[src/design/bdr_pkg.sv]
// Shared types and constants for the bidi level-run reorder block.
// Used by the front end, the line descriptor queue, the back end and the top level.
package bdr_pkg;

   localparam int IDX_W = 16;
   localparam int LVL_W = 7;
   localparam int ODD_W = 8;

   // Lowest odd level value that means no odd level was seen on the line
   localparam logic [ODD_W-1:0] NO_ODD_LEVEL = 8'd255;

   // One stored word: index and embedding level
   typedef struct packed {
      logic [IDX_W-1:0] word_index;
      logic [LVL_W-1:0] level;
   } entry_type;

   // Per-line summary handed from the front end to the back end
   typedef struct packed {
      logic [LVL_W-1:0] highest;
      logic [ODD_W-1:0] lowest_odd;
      logic             overflow;
   } line_info_type;

   typedef enum logic [2:0] {
      BK_IDLE,
      BK_SCAN_ISSUE,
      BK_SCAN,
      BK_REV,
      BK_COPY,
      BK_EMIT_ISSUE,
      BK_EMIT
   } back_state_type;

endpackage

[src/design/bdr_front.sv]
// Front end: accepts words, writes them into a two-bank line store, tracks level summary.
// Depends on bdr_pkg.
module bdr_front import bdr_pkg::*; #(
   parameter int MAX_WORDS = 64,
   localparam int AW = (MAX_WORDS > 1) ? $clog2(MAX_WORDS) : 1,
   localparam int CW = $clog2(MAX_WORDS + 1)
) (
   input  logic                clock,
   input  logic                reset,
   input  logic                start,
   input  logic [IDX_W-1:0]    req_word_index,
   input  logic [LVL_W-1:0]    req_embed_level,
   input  logic                req_last_word,
   output logic                busy,
   input  logic                release_line,
   output logic                push,
   output logic                push_bank,
   output logic [CW-1:0]       push_count,
   output line_info_type       push_info,
   input  logic                rd_bank,
   input  logic [AW-1:0]       rd_addr,
   output entry_type           rd_data
);

   localparam logic [CW-1:0] FULL_COUNT = CW'(MAX_WORDS);

   entry_type          store_mem [2][MAX_WORDS];
   entry_type          rd_data_ff;
   logic [CW-1:0]      cnt_ff, cnt_in;
   logic [LVL_W-1:0]   hi_ff, hi_in;
   logic [ODD_W-1:0]   lo_ff, lo_in;
   logic               ovf_ff, ovf_in;
   logic               bank_ff;
   logic [1:0]         inflight_ff, inflight_in;
   logic               accept;
   logic               has_room;
   logic               odd_lower;

   // Both banks owned by the queue or the back end: hold off new words
   assign busy      = (inflight_ff == 2'd2);
   assign accept    = start && !busy;
   assign has_room  = (cnt_ff < FULL_COUNT);
   assign odd_lower = req_embed_level[0] && ({1'b0, req_embed_level} < lo_ff);

   // Update the line summary for an accepted word
   always_comb begin
      cnt_in = cnt_ff;
      hi_in  = hi_ff;
      lo_in  = lo_ff;
      ovf_in = ovf_ff;
      if (accept) begin
         if (has_room) begin
            cnt_in = cnt_ff + 1'b1;
            if (req_embed_level > hi_ff) begin
               hi_in = req_embed_level;
            end
            if (odd_lower) begin
               lo_in = {1'b0, req_embed_level};
            end
         end else begin
            ovf_in = 1'b1;
         end
      end
   end

   // Hand the finished line to the queue
   assign push       = accept && req_last_word;
   assign push_bank  = bank_ff;
   assign push_count = cnt_in;
   assign push_info  = '{highest: hi_in, lowest_odd: lo_in, overflow: ovf_in};

   // Track banks in flight
   always_comb begin
      inflight_in = inflight_ff;
      case ({push, release_line})
         2'b10:   inflight_in = inflight_ff + 2'd1;
         2'b01:   inflight_in = inflight_ff - 2'd1;
         default: inflight_in = inflight_ff;
      endcase
   end

   always_ff @(posedge clock) begin
      if (reset) begin
         cnt_ff      <= '0;
         hi_ff       <= '0;
         lo_ff       <= NO_ODD_LEVEL;
         ovf_ff      <= 1'b0;
         bank_ff     <= 1'b0;
         inflight_ff <= '0;
      end else begin
         inflight_ff <= inflight_in;
         if (push) begin
            cnt_ff  <= '0;
            hi_ff   <= '0;
            lo_ff   <= NO_ODD_LEVEL;
            ovf_ff  <= 1'b0;
            bank_ff <= !bank_ff;
         end else begin
            cnt_ff <= cnt_in;
            hi_ff  <= hi_in;
            lo_ff  <= lo_in;
            ovf_ff <= ovf_in;
         end
      end
   end

   // Line store: written by the front end, read by the back end
   always_ff @(posedge clock) begin
      if (accept && has_room) begin
         store_mem[bank_ff][cnt_ff[AW-1:0]] <= '{word_index: req_word_index,
                                                level: req_embed_level};
      end
      rd_data_ff <= store_mem[rd_bank][rd_addr];
   end

   assign rd_data = rd_data_ff;

endmodule

[config.mk]
export PLATFORM = sky130hd
export DESIGN_NAME = bdr_front
export DESIGN_NICKNAME = d
export VERILOG_FILES = /design/src/design/bdr_pkg.sv /design/src/design/bdr_front.sv
export SDC_FILE = /design/constraint.sdc
export NUM_CORES = 2
export LEC_CHECK = 0
export BUFFER_PORTS_ARGS = -buffer_cell sky130_fd_sc_hd__buf_2
export CAP_MARGIN = 20
export CORE_MARGIN = 5
export CORE_UTILIZATION = 50
export DETAILED_ROUTE_END_ITERATION = 8
export PLACE_DENSITY = 0.76
export SYNTH_ARGS = -nofsm -noshare
export SYNTH_HDL_FRONTEND = slang
export SYNTH_SLANG_ARGS = --single-unit
[constraint.sdc]
create_clock -name clock -period 3.6 [get_ports clock]
set_input_delay 0 -clock clock [delete_from_list [all_inputs] [get_ports clock]]
set_output_delay 0 -clock clock [all_outputs]
set_load 0.005 [all_outputs]
==> summary.txt <==
Synthesis
  • Sequential area share after synthesis: between 70% and 80%
  • Mapped Nets: 5530
  • Syn_area_per_cell: 20.88 um^2
  • Most frequent cell after synthesis: edfxtp_1
  • Number of synthesized flops with an enable pin: around 2900
  • Distinct cell type count after synthesis: 45
  • Prevailing post-synth register cell: edfxtp_1
  • Area leader, netlist: edfxtp_1
  • Share of the synthesized area in the top cell type: approximately 77%
  • Synth cell count leaders: edfxtp_1, mux2i_1, mux4_2, a22oi_1, nand2_1
  • Async S/R FF share, synth: 0%
  • Synthesized instance count: ~5500
  • Synth Register Bits: around 3000
  • Warnings, synthesis: 0
  • Mapped Area: about 110000 um^2
  • Ranking of synthesized cells by area: edfxtp_1, mux4_2, mux2i_1, a22oi_1, dfxtp_1

Floorplan
  • Die width: 488.4 um
  • Core area: around 230000 um^2
  • DIE AREA: approximately 240000 um^2
  • Row cnt: between 150 and 200
  • Die height: approximately 500 um
  • IO Pins: 84
  • Starting Density: 50.29%

Timing
  • Clk_skew: roughly 85 ps
  • Post-Route Setup TNS: 0 ps
  • Fin worst setup slack: slightly below 600 ps
  • Minimum clock period: ~3000 ps
  • Slew Viols, Final: 0
  • Max Fclk: 331.9 MHz
  • Hold Vio Cnt, Final: 0
  • Final count of negative-setup-slack endpoints: 0
  • Slew headroom: between 10% and 20%
  • Final worst path period share: between 80 and 90%
  • RSZ-0062 raised after global routing: false
  • Worst Tran Pin Value: ~1200 ps

Detailed routing
  • Vias per cell: about 6.5
  • Vias post-DR: 59320
  • DR pass1 iterations: 8
  • Routed length per placed instance: roughly 32 um
  • Initial DRC count: 8794
  • Final WL: approximately 300 mm
  • Drt drc: 0
  • Antenna-violating nets left: 0

CTS
  • H-tree levels: 5
  • Longest Clk Path Bufs: 4
  • CTS tree: built
  • Clk sink count: between 2000 and 3000
  • Worst-path clk slew: approximately 60 ps
  • Clk_lat worst skew: approximately 960 ps
  • Clock buffer count from CTS: roughly 300
  • CTS root buffer: clkbuf_16
  • Post-CTS Repair Setup Buffers: 0
  • Resized cells post-CTS: 0

Min path
  • Hold Path Class: primary input to flip-flop

Worst setup path
  • CP Buf/Inv Count: 2
  • WP data required: approximately 3600 ps
  • Reg2Reg Setup Slack: 630 ps
  • Kind of critical path: flip-flop to output pin
  • Critical path launch point type: flip-flop
  • CP Max Fanout: 6
  • Crit path largest cell delay: about 540 ps
  • Crit-path cells: inv_1 > ha_1 > nor2b_1 > o21ai_0 > a21oi_1 > o311ai_2 > mux2_2 > buf_2
  • CP Data Arrival Time: 3010 ps
  • Slowest CP cell: o311ai_2
  • Setup crit end kind: output pin
  • CP top delay family: compound AO/OA/AOI/OAI gates

Place
  • Detail Placement HPWL: 166.3 mm
  • Dpl ws: between 300 and 400 ps
  • Buffers on Ports: 83
  • Routability congestion estimate: approximately 0.83

Cells and area
  • Filler cell count: between 15000 and 20000
  • Fraction of layout cells with a size suffix above 1: 23.79%
  • Area Overhead vs Synth: 13.74%
  • Final #Nets: around 6000

Pwr
  • Flop pwr share: a little over half
  • Peak supply drop: 0.0005517 V
  • P per Cell Area: approximately 550 nW/um^2
  • Leak pwr: 42.18 nW
  • Clk pwr share: between 40% and 50%
  • Power Internal: 56.81 mW
  • Combinational power share: under 10%
  • NetSw: between 10 and 15 mW
  • Sw Ratio: a little over a fifth

Outcome
  • Status: completed

Global routing
  • First-pass GRT wire length: about 420 mm
  • Vias in the first global route: 59280
  • Initial antenna violation count: 12
  • Largest net degree at the start of global routing: 100
  • Overflow after GRT: 0
  • Gr usage total: roughly 25%

Flow run
  • Max-cap violation count: 0
-- state kept, by name, indices dropped and copies added, names as in the netlist --
register and count:
hi_ff 7, rd_data 23, push_bank 1, inflight_ff 2
cnt_ff 7, store_mem 2944, ovf_ff 1, lo_ff 8
-- final timing paths --
kind	start	end	depth (start not counted)
worst max-delay path	hi_ff[1]	push_info[9]	8
worst max register to register	store_mem[1][650]	rd_data[6]	6
worst min register to register	lo_ff[0]	lo_ff[0]	1
worst min-delay path	rd_addr[4]	rd_data[12]	6
-- metrics by stage --
stage / total power, mW / hold slack, ps / cell area [um^2] / instances / utilization (%)
3_5_place_dp: 42.68 / 213.5 / 120700 / 8592 / 53.05
2_1_floorplan: 40.95 / 58.85 / 114400 / 5480 / -
4_1_cts: 71.98 / 11.28 / 130100 / 9124 / 57.20
5_1_grt: 73.70 / 44.55 / 130100 / 9124 / 57.20
3_3_place_gp: 42.59 / 201.2 / 120700 / 8592 / 53.05
6_report: 71.74 / 70.01 / 130100 / 9128 / 57.20
-- worst reg2reg max path, stage by stage, from the launching register on --
cell	delay, ps
edfxtp_1	390
mux4_2	500
a22o_1	280
a221oi_1	670
a31oi_1	350
a21oi_1	460
nand4_1	150
-- power by group through the flow --
stage | Sequential [mW] | Clock [mW] | Combinational, mW
floorplan | 39.2 | 0 | 1.77
global placement | 39.3 | 0 | 3.34
detailed placement | 39.3 | 0 | 3.42
CTS | 38.5 | 30.0 | 3.49
global route | 38.5 | 31.5 | 3.68
finish | 38.5 | 29.7 | 3.50
-- timing repair --
action,CTS,global route
setup endpoints to repair,0,0
hold endpoints to repair,2016,0
hold buffers,34,0
-- cell type report --
cell class              instances  area [um^2]  area share (%)
flip-flops and latches       2993        89390           68.69
repair buffers                445         3914           3.007
clock buffers                 371         7888           6.061
inverters                      20        75.07         0.05769
clock inverters               127         1211          0.9307
diodes                          4        10.01        0.007692
multi-input cells            2159        23890           18.36
well taps                    3009         3765           2.893
-- metal layers --
layer	part of all wire, %	vias up	track usage, %
met5	0.0034	-	0
met4	4.6	2	10.35
met3	11	668	5.558
met2	48	4105	39.31
met1	36	30900	33.04
li1	-	23650	-
-- cells by family (layout without fill, tap and decap cells) --
| group | after synthesis | in the layout | synth area share [%] |
|---|---|---|---|
| compound gates | 508 | 508 | 3.240 |
| xor+xnor | 8 | 8 | 0.06124 |
| fa+ha+maj | 15 | 15 | 0.1640 |
| buf+inv | 328 | 963 | 1.334 |
| flops | 2993 | 2993 | 78.13 |
| mux | 1089 | 1089 | 14.84 |
| other cells | 0 | 4 | 0 |
| simple gates | 539 | 539 | 2.230 |
-- cells in the final DEF (no fill, tap or decap), types with 5 or more instances in the layout --
master / count
edfxtp_1: 2944
a221oi_1: 69
buf_12: 49
and4_1: 22
a21oi_1: 74
clkbuf_1: 63
buf_4: 304
nand2_1: 164
nand3b_1: 7
inv_6: 5
nand3_1: 110
nor2b_1: 26
ha_1: 15
dlygate4sd3_1: 34
bufinv_16: 24
nand4_1: 51
nor2_1: 7
a22o_1: 23
o21ai_0: 8
inv_1: 20
clkbuf_8: 5
a31oi_1: 23
clkinv_1: 53
mux4_2: 483
a22oi_1: 276
mux2i_1: 575
clkbuf_16: 303
dfxtp_1: 49
clkinv_2: 38
nor2_2: 130
mux2_2: 31
buf_2: 56
o211ai_1: 24
(Power assumes the default switching activity.)
