$ cat src/design/bdr_pkg.sv
// Shared types and constants for the bidi level-run reorder block.
// Used by the front end, the line descriptor queue, the back end and the top level.
package bdr_pkg;

   localparam int IDX_W = 16;
   localparam int LVL_W = 7;
   localparam int ODD_W = 8;

   // Lowest odd level value that means no odd level was seen on the line
   localparam logic [ODD_W-1:0] NO_ODD_LEVEL = 8'd255;

   // One stored word: index and embedding level
   typedef struct packed {
      logic [IDX_W-1:0] word_index;
      logic [LVL_W-1:0] level;
   } entry_type;

   // Per-line summary handed from the front end to the back end
   typedef struct packed {
      logic [LVL_W-1:0] highest;
      logic [ODD_W-1:0] lowest_odd;
      logic             overflow;
   } line_info_type;

   typedef enum logic [2:0] {
      BK_IDLE,
      BK_SCAN_ISSUE,
      BK_SCAN,
      BK_REV,
      BK_COPY,
      BK_EMIT_ISSUE,
      BK_EMIT
   } back_state_type;

endpackage

$ cat src/design/bdr_desc_fifo.sv
// Two-entry queue of line descriptors between the front end and the back end.
// Depends on bdr_pkg.
module bdr_desc_fifo import bdr_pkg::*; #(
   parameter int MAX_WORDS = 64,
   localparam int CW = $clog2(MAX_WORDS + 1)
) (
   input  logic           clock,
   input  logic           reset,
   input  logic           push,
   input  logic           push_bank,
   input  logic [CW-1:0]  push_count,
   input  line_info_type  push_info,
   input  logic           pop,
   output logic           empty,
   output logic           head_bank,
   output logic [CW-1:0]  head_count,
   output line_info_type  head_info
);

   logic           bank_mem  [2];
   logic [CW-1:0]  count_mem [2];
   line_info_type  info_mem  [2];
   logic           wr_ptr_ff;
   logic           rd_ptr_ff;
   logic [1:0]     fill_ff, fill_in;

   assign empty      = (fill_ff == 2'd0);
   assign head_bank  = bank_mem[rd_ptr_ff];
   assign head_count = count_mem[rd_ptr_ff];
   assign head_info  = info_mem[rd_ptr_ff];

   // Count entries
   always_comb begin
      case ({push, pop})
         2'b10:   fill_in = fill_ff + 2'd1;
         2'b01:   fill_in = fill_ff - 2'd1;
         default: fill_in = fill_ff;
      endcase
   end

   always_ff @(posedge clock) begin
      if (reset) begin
         wr_ptr_ff <= 1'b0;
         rd_ptr_ff <= 1'b0;
         fill_ff   <= '0;
      end else begin
         fill_ff <= fill_in;
         if (push) begin
            wr_ptr_ff <= !wr_ptr_ff;
         end
         if (pop) begin
            rd_ptr_ff <= !rd_ptr_ff;
         end
      end
   end

   // Store the descriptor
   always_ff @(posedge clock) begin
      if (push) begin
         bank_mem[wr_ptr_ff]  <= push_bank;
         count_mem[wr_ptr_ff] <= push_count;
         info_mem[wr_ptr_ff]  <= push_info;
      end
   end

endmodule

$ cat config.mk
export PLATFORM = sky130hd
export DESIGN_NAME = bdr_desc_fifo
export DESIGN_NICKNAME = d
export VERILOG_FILES = /design/src/design/bdr_pkg.sv /design/src/design/bdr_desc_fifo.sv
export SDC_FILE = /design/constraint.sdc
export NUM_CORES = 1
export LEC_CHECK = 0
export ABC_AREA = 1
export BUFFER_PORTS_ARGS = -buffer_cell sky130_fd_sc_hd__buf_4
export CAP_MARGIN = 20
export CORE_UTILIZATION = 46
export CTS_CLUSTER_DIAMETER = 100
export DETAILED_ROUTE_END_ITERATION = 10
export PLACE_DENSITY = 0.71
export RECOVER_POWER = 100
export SYNTH_ARGS = -nofsm -noshare
export SYNTH_HDL_FRONTEND = slang
export SYNTH_SLANG_ARGS = --single-unit
$ cat constraint.sdc
create_clock -name clock -period 3.7 [get_ports clock]
set_input_delay 0.185 -clock clock [delete_from_list [all_inputs] [get_ports clock]]
set_output_delay 0.185 -clock clock [all_outputs]
set_load 0.02 [all_outputs]
==> results.toml, run 1 <==
[sta]
drv_slew = 0
setup-violations-final = 0
rsz0062_at_grt = "no"
finalCriticalPeriod_ps = 2330
fin_skew_ps = 6.53
max_slew.worst_pin.slew_ps = 1240
relSlewSlack_pct = 16.7
clock.fmax_ghz = 0.429
finalHoldViolCount = 0
finalCritPeriodShare_pct = 63.0
tns_ps = 0

[floorplanning]
start_util_pct = 49.6
io_pins = 53
die_y_um = 68.9
core_area_sq_um = 4140
die_x_um = 68.9
rows = 23
dieArea_sq_um = 4740

[cts]
clock_sinks = 53
clkTransAtPathRegs_ps = 80
cts_tree = "done"
clk_latency_ps = 300
clock_path_buffers = 2
cts-hold-fix-buffers = 0
ctsRootBufferMaster = "clkbuf_8"
cts_resized = 0
htreeDepth = 2
postCtsSetupRepairBufs = 0
cts_made_buffers = 5

[route]
drt_iter0_drc = 35
dr.pass1.iters = 3
drc_errors = 0
num_vias = 1031
routed_wirelength_um = 3260
drtAntennaViolNets = 0
routed_via_density = 4.82
routedWlPerCell_um = 15.3

[pwr]
pwr_density_cell_nw_per_um2 = 503
irDropWorstVdd_v = 0.000271
p_leak_nw = 0.938
fin_total_pwr_w = 0.00124

[place]
dp_cells = 207
dpl.hpwl_um = 2320
numPortBuffers = 52
place.gp.congestion = 0.637

[cells_and_area]
antenna_cells = 0
fillers = 363
instances_no_fill = 214
layout-drive-gt1-share_pct = 34.1
area_growth_pct = 20.0
nets = 193

[worst_hold_path]
hold_depth = 2
min_path_type = "in2reg"
hold_path.startpoint = "reset"
min_delay_worst_endpoint = "rd_ptr_ff"

[grt]
grtUsageTotal_pct = 15.1
gr-total-overflow = 0
grt_pass1_wl_um = 4770
antenna_found_initial = 0
grt_max_degree = 26
grt_pass1_vias = 1022

[critical_path]
reg2reg_slack_ps = 1540
cp-end-kind = "primary output"
critPathMaxFanout = 15
rr_endpoint = "info_mem[0][7]"
critPathRequiredTime_ps = 3510
r2r_start = "wr_ptr_ff"
critPathArrivalTime_ps = 2150
ff2ff_path_depth = 2
start_kind = "flop"
worstSetupPathType = "reg2out"

[synth]
post_synth.cell_area_avg_sq_um = 19.4
synth_seq_area_share_pct = 75.0
syn_nets = 135
ys_types = 15
yosysWarnings = 0
synth_area_sq_um = 2060
ys_ff_latch = 53
synthCells = 106

[job]
maxCapViolations = 0

[outcome]
status = "complete, no violations"
metrics by stage:
step	utilization [%]	cell area (sq um)	setup slack, ps	hold WS (ps)
3_5_place_dp	59.8	2480	2010	373
3_3_place_gp	59.5	2470	2030	371
5_1_grt	59.5	2470	1170	59.9
6_report	59.5	2470	1370	66.8
4_1_cts	62.3	2580	1670	50.7
2_1_floorplan	-	2060	1950	257
where the power goes:
part / internal, W / total [W] / switching (W) / leakage, nW
registers: 0.000690 / 0.000702 / 0.0000127 / 0.492
clock network: 0.000197 / 0.000372 / 0.000176 / 0.0540
logic: 0.0000738 / 0.000167 / 0.0000927 / 0.392
layout make-up:
class | instances | area, sq um | area share (%)
Inverter | 6 | 22.5 | 0.913
Tap cell | 50 | 62.6 | 2.54
Multi-Input combinational cell | 44 | 369 | 15.0
Clock inverter | 2 | 35.0 | 1.42
Timing Repair Buffer | 54 | 368 | 14.9
Clock buffer | 5 | 68.8 | 2.79
Sequential cell | 53 | 1540 | 62.5
worst max-delay path by stage:
stage | from | endpoint | slack (ps) | cells past startpoint
detailed placement | flop | head_info[11] | 2010 | 3
global placement | flop | head_info[1] | 2030 | 3
global route | flop | head_info[11] | 1170 | 3
CTS | flop | head_info[11] | 1670 | 3
floorplan | wr_ptr_ff | bank_mem[0] | 1950 | 1
finish | flop | head_info[11] | 1370 | 3
registers in the layout, summed over array words and instances, names as in the netlist, named ones only:
signal     count
bank_mem       2
fill_ff        2
count_mem     14
rd_ptr_ff      1
info_mem      32
wr_ptr_ff      1
placed cells by master (no fill, tap or decap), drive strengths merged, types with 5 or more instances in the layout:
master,netlist,layout
edfxtp,48,48
clkbuf,0,36
mux2,24,24
buf,3,23
nor2,9,9
inv,6,6
nand2,5,5
dfxtp,5,5
cells by family after synthesis:
group / count (synthesis) / synth area share, %
xor gates and xnor gates: 1 / 0.426
and+or+nand+nor: 16 / 3.10
adders and majority gates: 1 / 0.609
AOI/OAI and AO/OA: 2 / 0.486
buffers and inverters: 9 / 3.59
muxes: 24 / 16.8
DFF: 53 / 75.0
synth_stat cells:
master | n | area (sq um)
a21oi_1 | 1 | 5.00
buf_12 | 2 | 40.0
buf_6 | 1 | 11.3
dfxtp_1 | 5 | 100
edfxtp_1 | 48 | 1440
ha_1 | 1 | 12.5
inv_1 | 6 | 22.5
mux2_2 | 4 | 45.0
mux2_4 | 20 | 300
nand2_1 | 5 | 18.8
nand4_1 | 1 | 6.26
nor2_1 | 9 | 33.8
nor3_1 | 1 | 5.00
o21ai_0 | 1 | 5.00
xnor2_1 | 1 | 8.76
per-layer routing:
metal	vias up	GRT usage, %	routed length, um
met1	487	16.3	1310
li1	501	-	-
met2	33	25.5	1690
met3	10	5.43	174
met5	-	0	0
met4	0	8.67	93
critical path, cell delays in order (launching register included):
cell	delay (ps)
dfxtp_1	580
clkbuf_1	700
mux2_1	410
buf_4	160
(Power assumes the default switching activity.)
==> run 2, diff against run 1 <==
--- a/config.mk
+++ b/config.mk
@@ -5,13 +5,13 @@
 export SDC_FILE = /design/constraint.sdc
 export NUM_CORES = 1
 export LEC_CHECK = 0
-export ABC_AREA = 1
+export ABC_AREA = 0
 export BUFFER_PORTS_ARGS = -buffer_cell sky130_fd_sc_hd__buf_4
 export CAP_MARGIN = 20
 export CORE_UTILIZATION = 46
 export CTS_CLUSTER_DIAMETER = 100
 export DETAILED_ROUTE_END_ITERATION = 10
-export PLACE_DENSITY = 0.71
+export PLACE_DENSITY = 0.72
 export RECOVER_POWER = 100
 export SYNTH_ARGS = -nofsm -noshare
 export SYNTH_HDL_FRONTEND = slang
==> constraint.sdc (replaced) <==
create_clock -name clock -period 2.2 [get_ports clock]
set_input_delay 0.11 -clock clock [delete_from_list [all_inputs] [get_ports clock]]
set_output_delay 0.11 -clock clock [all_outputs]
set_load 0.02 [all_outputs]
==> run 2 against run 1 <==
Effect of this change: core utilization rose by 6.8 points; clock power grew 100%; combinational power up 92%; worst setup slack got worse by 990 ps; critical path type unchanged; critical endpoint is now head_info[5]; highest routed layer unchanged.
==> results.toml, run 2 <==
[cells_and_area]
area_growth_pct = 38.0
largest_reg_flops = 32
largest-register = "info_mem"
antenna_cells = 0
largestRegisters = "info_mem: 32 flops, count_mem: 14 flops"
final_cell_mix = "48 x edfxtp_1, 33 x clkbuf_1, 25 x dlygate4sd3_1"
layout_commonest_cell = "edfxtp_1"
nets = 209
layout-drive-gt1-share_pct = 29.8

[place]
dpl.hpwl_um = 2180
place.gp.congestion = 0.668
numPortBuffers = 52

[sta]
relSlewSlack_pct = 38.0
rsz0062_at_grt = "no"
drv_slew = 0
finalCriticalPeriod_ps = 1830
max_slew.worst_pin.slew_ps = 926
hold_ws_ps = 77.5
clock.fmax_ghz = 0.548
finalHoldViolCount = 0
tns_ps = 0
finalCritPeriodShare_pct = 83.0
setup-violations-final = 0
fin_skew_ps = 3.15

[cts]
clock_path_buffers = 2
cts_made_buffers = 5
postCtsSetupRepairBufs = 0
cts_tree = "done"
clock_sinks = 53
clkTransAtPathRegs_ps = 80
clk_latency_ps = 300
htreeDepth = 2
cts_resized = 0
ctsRootBufferMaster = "clkbuf_8"

[job]
maxCapViolations = 0

[synth]
ys_types = 13
yosysMostFrequentCell = "edfxtp_1"
netlist.area_leader.share_pct = 75.0
post_synth.cell_area_avg_sq_um = 20.0
yosysTopAreaCell = "edfxtp_1"
synthTopCellsByCount = "48 x edfxtp_1, 24 x mux2_2, 6 x nor2_1, 5 x dfxtp_1"
synth_area_leaders = "edfxtp_1 75%, mux2_2 14%, dfxtp_1 5.2%"
synthCells = 96
synth_ff_type = "edfxtp_1"
synth_area_sq_um = 1920
synth_seq_area_share_pct = 80.2
syn_nets = 125
yosysWarnings = 0
ys_ff_latch = 53
synth_edf_count = 48
synth_async_sr_flop_share_pct = 0

[grt]
grt_pass1_wl_um = 5420
grt_pass1_vias = 1158
antenna_found_initial = 0
gr-total-overflow = 0
grtUsageTotal_pct = 17.7
grt_max_degree = 25

[route]
dr.pass1.iters = 4
routed_wirelength_um = 3360
drt_iter0_drc = 59
drc_errors = 0
num_vias = 1112
routedWlPerCell_um = 14.5
routed_via_density = 4.81
drtAntennaViolNets = 0

[floorplanning]
start_util_pct = 48.1
dieArea_sq_um = 4440
core_area_sq_um = 4000
die_x_um = 66.7
die_y_um = 66.7
io_pins = 53
rows = 23

[critical_path]
r2r_start = "wr_ptr_ff"
cp-end-kind = "primary output"
cp_num_buf_inv = 2
cp_top_family = "buffers and inverters"
critPathMaxFanout = 24
critPathArrivalTime_ps = 1720
path_cells = "clkbuf_2 -> mux2_2 -> clkbuf_1"
start_kind = "flop"
slowest_stage = "clkbuf_2"
critPathRequiredTime_ps = 2090
worstSetupPathType = "reg2out"
slowest_delay_ps = 500

[pwr]
p_leak_nw = 0.939
pwr_density_cell_nw_per_um2 = 849
irDropWorstVdd_v = 0.000509

[worst_hold_path]
min_path_type = "in2reg"
hold_path.startpoint = "pop"

[outcome]
status = "complete, no violations"
==> run 2: power by group <==
| part | total (W) | switching (W) | internal (W) |
|---|---|---|---|
| clock | 0.000746 | 0.000295 | 0.000451 |
| combinational | 0.000321 | 0.000178 | 0.000143 |
| sequential | 0.00119 | 0.0000182 | 0.00117 |
| total | 0.00225 | 0.000491 | 0.00176 |
==> run 2: cell type report <==
type | count | area [sq um]
clock buffers | 5 | 68.8
well taps | 50 | 62.6
repair buffers | 80 | 549
fillers | 299 | 1350
inverters | 1 | 3.75
flip-flops and latches | 53 | 1540
multi-input cells | 39 | 363
clock inverters | 3 | 65.1
==> run 2: repair_timing <==
item                                    4_1_cts  5_1_grt
endpoints found under the setup margin        0        0
hold endpoints to repair                     52        0
hold buffers                                 25        0
==> run 2: per-layer routing <==
metal / up-vias / global-route usage, % / share of wire, %
met2: 33 / 30.4 / 55
met1: 542 / 19.9 / 38
li1: 530 / - / -
met4: 0 / 8.24 / 2.7
met5: - / 0 / 0
met3: 7 / 5.31 / 4.0
==> run 2: through the flow <==
| stage | util [%] | setup WS, ps | total power (W) | area (sq um) | cells |
|---|---|---|---|---|---|
| after floorplan | - | 440 | 0.00139 | 1920 | 96 |
| after global placement | 60.0 | 801 | 0.00154 | 2400 | 198 |
| after detailed placement | 60.0 | 734 | 0.00155 | 2400 | 198 |
| after CTS | 69.6 | 581 | 0.00232 | 2780 | 231 |
| after global routing | 66.3 | 275 | 0.00234 | 2650 | 231 |
| final | 66.3 | 374 | 0.00225 | 2650 | 231 |
==> run 2: path summary, 6_finish.rpt <==
kind / end / slack (ps) / cells past startpoint
setup / recovery: head_info[5] / 370 / 3
hold / removal: rd_ptr_ff / 80 / 3
setup reg to reg: info_mem[0][11] / 470 / 2
hold reg to reg: fill_ff[1] / 510 / 2
==> run 2: worst reg2reg max path: cells and delay by family, from the launching register on <==
family	cells	cell delay (ps)
simple gates	1	720
buf+inv	1	370
flops	1	330
==> run 2: logic make-up (layout without fill, tap and decap cells) <==
kind of cell             Yosys count  count (layout)  synth area share, %
flip-flops                        53              53                 80.2
multiplexers                      24              24                 14.1
AND/OR/NAND/NOR                    8               8                 1.82
XOR/XNOR                           4               4                 1.82
buffers and inverters              4              89                0.976
AO/OA/AOI/OAI                      2               2                0.520
adder cells (fa/ha/maj)            1               1                0.651
