`config.mk`:
```
export PLATFORM = sky130hd
export DESIGN_NAME = bdr_back
export DESIGN_NICKNAME = d
export VERILOG_FILES = /design/src/design/bdr_pkg.sv /design/src/design/bdr_back.sv
export SDC_FILE = /design/constraint.sdc
export NUM_CORES = 2
export LEC_CHECK = 0
export ABC_CLOCK_PERIOD_IN_PS = 9500
export BUFFER_PORTS_ARGS = -buffer_cell sky130_fd_sc_hd__buf_4
export CAP_MARGIN = 20
export CELL_PAD_IN_SITES_DETAIL_PLACEMENT = 1
export CELL_PAD_IN_SITES_GLOBAL_PLACEMENT = 1
export CORE_UTILIZATION = 45
export DETAILED_ROUTE_END_ITERATION = 16
export GPL_ROUTABILITY_DRIVEN = 0
export PLACE_DENSITY_LB_ADDON = 0.12
export RECOVER_POWER = 100
export SYNTH_ARGS = -nofsm -noshare
export SYNTH_HDL_FRONTEND = slang
export SYNTH_SLANG_ARGS = --single-unit
export TNS_END_PERCENT = 20
```
`constraint.sdc`:
```
create_clock -name clock -period 9.5 [get_ports clock]
set_input_delay 0.95 -clock clock [delete_from_list [all_inputs] [get_ports clock]]
set_output_delay 0.95 -clock clock [all_outputs]
set_load 0.005 [all_outputs]
```
`src/design/bdr_pkg.sv`:
```
// Shared types and constants for the bidi level-run reorder block.
// Used by the front end, the line descriptor queue, the back end and the top level.
package bdr_pkg;

   localparam int IDX_W = 16;
   localparam int LVL_W = 7;
   localparam int ODD_W = 8;

   // Lowest odd level value that means no odd level was seen on the line
   localparam logic [ODD_W-1:0] NO_ODD_LEVEL = 8'd255;

   // One stored word: index and embedding level
   typedef struct packed {
      logic [IDX_W-1:0] word_index;
      logic [LVL_W-1:0] level;
   } entry_type;

   // Per-line summary handed from the front end to the back end
   typedef struct packed {
      logic [LVL_W-1:0] highest;
      logic [ODD_W-1:0] lowest_odd;
      logic             overflow;
   } line_info_type;

   typedef enum logic [2:0] {
      BK_IDLE,
      BK_SCAN_ISSUE,
      BK_SCAN,
      BK_REV,
      BK_COPY,
      BK_EMIT_ISSUE,
      BK_EMIT
   } back_state_type;

endpackage

```
`src/design/bdr_back.sv`:
```
// Back end: level passes that reverse runs through a ping-pong work memory, then emission.
// Depends on bdr_pkg; reads the front end's line store.
module bdr_back import bdr_pkg::*; #(
   parameter int MAX_WORDS = 64,
   localparam int AW = (MAX_WORDS > 1) ? $clog2(MAX_WORDS) : 1,
   localparam int CW = $clog2(MAX_WORDS + 1)
) (
   input  logic                clock,
   input  logic                reset,
   input  logic                q_empty,
   output logic                q_pop,
   input  logic                q_bank,
   input  logic [CW-1:0]       q_count,
   input  line_info_type       q_info,
   output logic                store_rd_bank,
   output logic [AW-1:0]       store_rd_addr,
   input  entry_type           store_rd_data,
   output logic                release_line,
   output logic                rsp_strobe,
   output logic [IDX_W-1:0]    rsp_visual_word_index,
   output logic                rsp_last_result,
   output logic                rsp_overflow
);

   back_state_type   state_ff, state_in;
   entry_type        work_mem [2][MAX_WORDS];
   entry_type        work_rd_ff;
   entry_type        src_data;
   entry_type        hold_ff, hold_in;
   line_info_type    info_ff, info_in;
   logic [CW-1:0]    cnt_ff, cnt_in;
   logic             bank_ff, bank_in;
   logic [LVL_W-1:0] lvl_ff, lvl_in;
   logic             first_ff, first_in;
   logic             half_ff, half_in;
   logic [CW-1:0]    i_ff, i_in;
   logic [CW-1:0]    ptr_ff, ptr_in;
   logic [CW-1:0]    r_ff, r_in;
   logic [CW-1:0]    w_ff, w_in;
   logic             trail_ff, trail_in;
   logic             strobe_ff, strobe_in;
   logic [IDX_W-1:0] idx_ff, idx_in;
   logic             last_ff, last_in;
   logic             ovf_ff, ovf_in;

   logic [CW-1:0]    rd_addr;
   logic             wr_en;
   logic [CW-1:0]    wr_addr;
   entry_type        wr_data;

   logic [CW-1:0]    ptr_next;
   logic [CW-1:0]    w_next;
   logic             at_or_above;
   logic             more_after_ptr;
   logic             rev_more;
   logic             copy_more;
   logic             last_level;
   logic             pass_done;
   back_state_type   pass_exit;

   // Select the pass source and derive the step conditions
   always_comb begin
      src_data       = first_ff ? store_rd_data : work_rd_ff;
      ptr_next       = ptr_ff + 1'b1;
      w_next         = w_ff + 1'b1;
      at_or_above    = (src_data.level >= lvl_ff);
      more_after_ptr = (ptr_next < cnt_ff);
      rev_more       = (r_ff > i_ff);
      copy_more      = (w_next < cnt_ff);
      last_level     = (lvl_ff == info_ff.lowest_odd[LVL_W-1:0]);
      pass_exit      = last_level ? BK_EMIT_ISSUE : BK_SCAN_ISSUE;
      case (state_ff)
         BK_SCAN: pass_done = !at_or_above && (ptr_ff == i_ff) && !more_after_ptr;
         BK_REV:  pass_done = !rev_more && !trail_ff;
         BK_COPY: pass_done = !copy_more;
         default: pass_done = 1'b0;
      endcase
   end

   // Next state
   always_comb begin
      state_in = state_ff;
      case (state_ff)
         BK_IDLE: begin
            if (!q_empty) begin
               state_in = (q_info.lowest_odd == NO_ODD_LEVEL) ? BK_EMIT_ISSUE : BK_SCAN_ISSUE;
            end
         end
         BK_SCAN_ISSUE: state_in = BK_SCAN;
         BK_SCAN: begin
            if (pass_done) begin
               state_in = pass_exit;
            end else if (at_or_above) begin
               state_in = more_after_ptr ? BK_SCAN : BK_REV;
            end else if (ptr_ff == i_ff) begin
               state_in = BK_SCAN;
            end else begin
               state_in = BK_REV;
            end
         end
         BK_REV: begin
            if (rev_more) begin
               state_in = BK_REV;
            end else if (trail_ff) begin
               state_in = BK_COPY;
            end else begin
               state_in = pass_exit;
            end
         end
         BK_COPY:       state_in = copy_more ? BK_SCAN : pass_exit;
         BK_EMIT_ISSUE: state_in = BK_EMIT;
         BK_EMIT:       state_in = more_after_ptr ? BK_EMIT : BK_IDLE;
         default:       state_in = BK_IDLE;
      endcase
   end

   // Datapath, memory control and result outputs
   always_comb begin
      q_pop        = 1'b0;
      release_line = 1'b0;
      rd_addr      = '0;
      wr_en        = 1'b0;
      wr_addr      = w_ff;
      wr_data      = src_data;
      hold_in      = hold_ff;
      info_in      = info_ff;
      cnt_in       = cnt_ff;
      bank_in      = bank_ff;
      lvl_in       = lvl_ff;
      first_in     = first_ff;
      half_in      = half_ff;
      i_in         = i_ff;
      ptr_in       = ptr_ff;
      r_in         = r_ff;
      w_in         = w_ff;
      trail_in     = trail_ff;
      strobe_in    = 1'b0;
      idx_in       = idx_ff;
      last_in      = 1'b0;
      ovf_in       = 1'b0;
      case (state_ff)
         BK_IDLE: begin
            // Take the next line
            if (!q_empty) begin
               q_pop    = 1'b1;
               cnt_in   = q_count;
               info_in  = q_info;
               bank_in  = q_bank;
               lvl_in   = q_info.highest;
               first_in = 1'b1;
               half_in  = 1'b0;
               i_in     = '0;
               ptr_in   = '0;
            end
         end
         BK_SCAN_ISSUE: rd_addr = ptr_ff;
         BK_SCAN: begin
            if (at_or_above) begin
               if (more_after_ptr) begin
                  // Extend the run
                  rd_addr = ptr_next;
                  ptr_in  = ptr_next;
               end else begin
                  // Run reaches the line end: reverse it
                  rd_addr  = ptr_ff;
                  r_in     = ptr_ff;
                  w_in     = i_ff;
                  trail_in = 1'b0;
               end
            end else if (ptr_ff == i_ff) begin
               // Word below the level: copy in place
               wr_en   = 1'b1;
               wr_addr = i_ff;
               wr_data = src_data;
               if (more_after_ptr) begin
                  rd_addr = ptr_next;
                  ptr_in  = ptr_next;
                  i_in    = ptr_next;
               end
            end else begin
               // Run ends before a lower word: hold it and reverse the run
               hold_in  = src_data;
               trail_in = 1'b1;
               rd_addr  = ptr_ff - 1'b1;
               r_in     = ptr_ff - 1'b1;
               w_in     = i_ff;
            end
         end
         BK_REV: begin
            wr_en   = 1'b1;
            wr_addr = w_ff;
            wr_data = src_data;
            if (rev_more) begin
               rd_addr = r_ff - 1'b1;
               r_in    = r_ff - 1'b1;
               w_in    = w_next;
            end else if (trail_ff) begin
               w_in = w_next;
            end
         end
         BK_COPY: begin
            // Place the word that closed the run
            wr_en   = 1'b1;
            wr_addr = w_ff;
            wr_data = hold_ff;
            if (copy_more) begin
               rd_addr = w_next;
               ptr_in  = w_next;
               i_in    = w_next;
            end
         end
         BK_EMIT_ISSUE: rd_addr = ptr_ff;
         BK_EMIT: begin
            strobe_in = 1'b1;
            idx_in    = src_data.word_index;
            last_in   = !more_after_ptr;
            ovf_in    = info_ff.overflow;
            if (more_after_ptr) begin
               rd_addr = ptr_next;
               ptr_in  = ptr_next;
            end else begin
               release_line = 1'b1;
            end
         end
         default: begin
            rd_addr = '0;
         end
      endcase

      // Close a pass: swap work halves, step the level down unless this was the last level
      if (pass_done) begin
         first_in = 1'b0;
         half_in  = !half_ff;
         i_in     = '0;
         ptr_in   = '0;
         if (!last_level) begin
            lvl_in = lvl_ff - 1'b1;
         end
      end
   end

   assign store_rd_bank = bank_ff;
   assign store_rd_addr = rd_addr[AW-1:0];

   always_ff @(posedge clock) begin
      if (reset) begin
         state_ff  <= BK_IDLE;
         strobe_ff <= 1'b0;
      end else begin
         state_ff  <= state_in;
         strobe_ff <= strobe_in;
      end
   end

   // Datapath registers
   always_ff @(posedge clock) begin
      hold_ff  <= hold_in;
      info_ff  <= info_in;
      cnt_ff   <= cnt_in;
      bank_ff  <= bank_in;
      lvl_ff   <= lvl_in;
      first_ff <= first_in;
      half_ff  <= half_in;
      i_ff     <= i_in;
      ptr_ff   <= ptr_in;
      r_ff     <= r_in;
      w_ff     <= w_in;
      trail_ff <= trail_in;
      idx_ff   <= idx_in;
      last_ff  <= last_in;
      ovf_ff   <= ovf_in;
   end

   // Work memory: read one half, write the other
   always_ff @(posedge clock) begin
      if (wr_en) begin
         work_mem[!half_ff][wr_addr[AW-1:0]] <= wr_data;
      end
      work_rd_ff <= work_mem[half_ff][rd_addr[AW-1:0]];
   end

   assign rsp_strobe            = strobe_ff;
   assign rsp_visual_word_index = idx_ff;
   assign rsp_last_result       = last_ff && strobe_ff;
   assign rsp_overflow          = ovf_ff && strobe_ff;

endmodule

```
==> impl_metrics.ini <==
[status]
outcome = complete, but fails checks
violations = max-capacitance violations, max-slew violations

[synthesis]
yosys_warnings = 0
synth_top_area_share_pct = 75.3
netlist_area_um2 = 120000
synth.avg_cell_area_um2 = 17.5
ys.flop_type = edfxtp_1
synthesis.nets = 6950
netlist_top_cells_count = 3015 x edfxtp_1, 1144 x nand2_1, 475 x mux4_2, 412 x nand3_1, 293 x nor2_1
synth-seq-area-share_pct = 76.2
synthArstFlopShare_pct = 0
synthCells = 6868
synth_edf_count = 3015
ys_seq_elements = 3067
yosysMostFrequentCell = edfxtp_1
synth_cell_types = 88
yosys.area.top_type = edfxtp_1
synth_area_leaders = edfxtp_1 75%, mux4_2 8.9%, nand2_1 3.6%

[critical_path]
worst_ep_required_time_ps = 9620
r2r_end = work_mem[1][108]$_DFFE_PP_
crit_path_start_kind = register
cp-endpoint = work_mem[1][108]$_DFFE_PP_
worst-setup-path-type = register to register
r2r_slack_ps = 920
cp_max_fo = 72
reg2reg_from = state_ff[1]$_SDFFE_PP0N_
critPathLaunch = state_ff[1]$_SDFFE_PP0N_
critPathCaptureType = register
reg2reg_depth = 6
arrival_ps = 8700

[power_and_ir_drop]
internal_power_mw = 24.2
seq_power_share_pct = 46.5
switching_share_pct = 27.9
clockPowerShare_pct = 37.6
p_sw_mw = 9.36
ir_drop_mv = 0.189
combPwrFrac_pct = 15.9
p_leak_nw = 42.5
p_per_area_nw_per_um2 = 246

[timing]
slew_headroom_pct = -218
tightest_slew_ps = 4770
max_freq_mhz = 117
slew_viol_final = 4190
fin_crit_ps = 8580
fin_worst_skew_ps = 87.2
hold_viol_final = 0
rsz0062_at_grt = no
finalSetupViolations = 0
tns_ps = 0
final.period_utilization_pct = 90.3

[drt]
drc = 0
vias = 67200
firstDrtPassIters = 12
viasPerCell = 6.09
drt-total-wl_mm = 380
drtAntennaViolNets = 0
drtIter0Drc = 7182
wire_per_inst_um = 34.5

[grt]
grt_max_degree = 120
grt_pass1_wl_mm = 529
grtUsageTotal_pct = 27.9
grt_pass1_vias = 68000
antenna_found_initial = 27
overflow = 0

[clock_network]
clkSlewWorstSetupHoldPaths_ps = 60
cts.path.max_buffers = 4
cts_buffers = 332
cts_hold_buf = 0
tritoncts = done
clkLatencyLatePin_ps = 910
cts.sink_count = 3067
ctsHtreeMaxLevel = 5
postCtsSetupRepairBufs = 0
cts_resized = 0
cts-root-buf = clkbuf_16

[floorplanning]
dieHeight_um = 519
fp.dieW_um = 519
rows = 189
start_util_pct = 45.3
ios = 78
core_um2 = 265000
dieArea_um2 = 269000

[min_path]
hp-class = input port to register
min_from = q_bank

[placement]
dp_hpwl_mm = 224
numPortBuffers = 77
dpl-instance-area_um2 = 126000

[layout]
drive_gt1_share_pct = 18.2
fill_cells = 24400
nets = 7245
final_cell_area_um2 = 136000
area_growth_pct = 13.3

[job]
maxCapViolCount = 111
-- cells by family after synthesis --
kind of cell	after synthesis	share of synthesized area (%)
xor+xnor	38	0.283
flops	3067	76.2
mux	700	10.8
buf+inv	447	1.88
fa+ha+maj	32	0.333
compound gates	574	3.50
simple gates	2010	7.05
-- per-layer routing --
metal  routed length (µm)  share of wire [%]  track usage, %
met1               156000                 41            38.1
met2               185000                 49            45.8
met3                24900                6.6            3.93
met4                14600                3.8            10.3
met5                   24             0.0063               0
-- sequential cells by signal, summed over array words and instances (netlist names), named ones only --
name / count
rsp_strobe: 1
ptr_ff: 7
hold_ff: 23
lvl_ff: 7
r_ff: 7
ovf_ff: 1
i_ff: 7
info_ff: 8
half_ff: 1
work_mem: 2944
cnt_ff: 7
w_ff: 7
trail_ff: 1
work_rd_ff: 23
store_rd_bank: 1
rsp_visual_word_index: 16
state_ff: 3
first_ff: 1
last_ff: 1
-- worst min path at each step --
stage | endpoint | slack (ps) | depth (start not counted)
6_report | store_rd_bank$_DFFE_PP_ | 280 | 1
5_1_grt | cnt_ff[1]$_DFFE_PP_ | 240 | 1
4_1_cts | store_rd_bank$_DFFE_PP_ | 200 | 1
3_5_place_dp | ovf_ff$_SDFF_PN0_ | 450 | 1
3_3_place_gp | ovf_ff$_SDFF_PN0_ | 440 | 1
2_1_floorplan | ovf_ff$_SDFF_PN0_ | 420 | 1
-- cells in the final DEF, fill, tap and decap left out, types with 8 or more instances in the layout --
| cell | count |
|---|---|
| a211oi_1 | 13 |
| a21o_1 | 8 |
| a21oi_1 | 69 |
| a22oi_1 | 27 |
| a31oi_1 | 124 |
| a32oi_1 | 145 |
| buf_12 | 17 |
| buf_4 | 167 |
| bufinv_16 | 24 |
| clkbuf_1 | 196 |
| clkbuf_16 | 337 |
| clkbuf_2 | 30 |
| clkbuf_4 | 28 |
| clkbuf_8 | 10 |
| clkinv_1 | 68 |
| clkinv_2 | 53 |
| clkinvlp_4 | 9 |
| dfxtp_1 | 51 |
| diode_2 | 67 |
| edfxtp_1 | 3015 |
| ha_1 | 32 |
| inv_1 | 41 |
| mux2_1 | 22 |
| mux2i_1 | 201 |
| mux4_2 | 475 |
| nand2_1 | 1145 |
| nand3_1 | 412 |
| nand4_1 | 52 |
| nor2_1 | 168 |
| nor2_2 | 111 |
| nor2_4 | 23 |
| nor3_1 | 33 |
| o2111ai_1 | 24 |
| o211ai_1 | 9 |
| o21ai_0 | 72 |
| o31ai_1 | 12 |
| or2_0 | 10 |
| xnor2_1 | 24 |
| xor2_1 | 13 |
-- worst max-delay path: stages, from the launching register on --
cell and delay, ps:
dfxtp_1 820, or3b_2 240, clkbuf_1 1360, nor2_1 230
nor2_4 180, clkbuf_1 2190, clkbuf_1 2610
-- through the flow --
step / setup slack (ps) / cells / util (%) / total power, mW / hold slack, ps
floorplan: 3720 / 6868 / - / 18.9 / 420
global placement: 1940 / 10300 / 47.5 / 21.1 / 437
detailed placement: 1760 / 10400 / 47.5 / 21.2 / 452
CTS: 1780 / 11000 / 51.5 / 33.7 / 199
global route: 653 / 11000 / 51.3 / 34.4 / 235
finish: 918 / 11000 / 51.3 / 33.5 / 278
-- power by group through the flow --
| stage | clock [mW] | sequential [mW] | combinational (mW) |
|---|---|---|---|
| after floorplan | 0 | 15.6 | 3.26 |
| after global placement | 0 | 15.8 | 5.27 |
| after detailed placement | 0 | 15.8 | 5.35 |
| after CTS | 12.8 | 15.5 | 5.37 |
| after global routing | 13.2 | 15.6 | 5.60 |
| final | 12.6 | 15.6 | 5.32 |
-- final cells by class --
class	count	area, µm²	area share, %
diodes	67	168	0.123
clock buffers	427	8870	6.51
clock inverters	171	1580	1.16
inverters	46	211	0.155
multi-input cells	3354	26900	19.7
flip-flops and latches	3067	91600	67.2
well taps	3533	4420	3.25
repair buffers	362	2480	1.82
(Power assumes the default switching activity.)
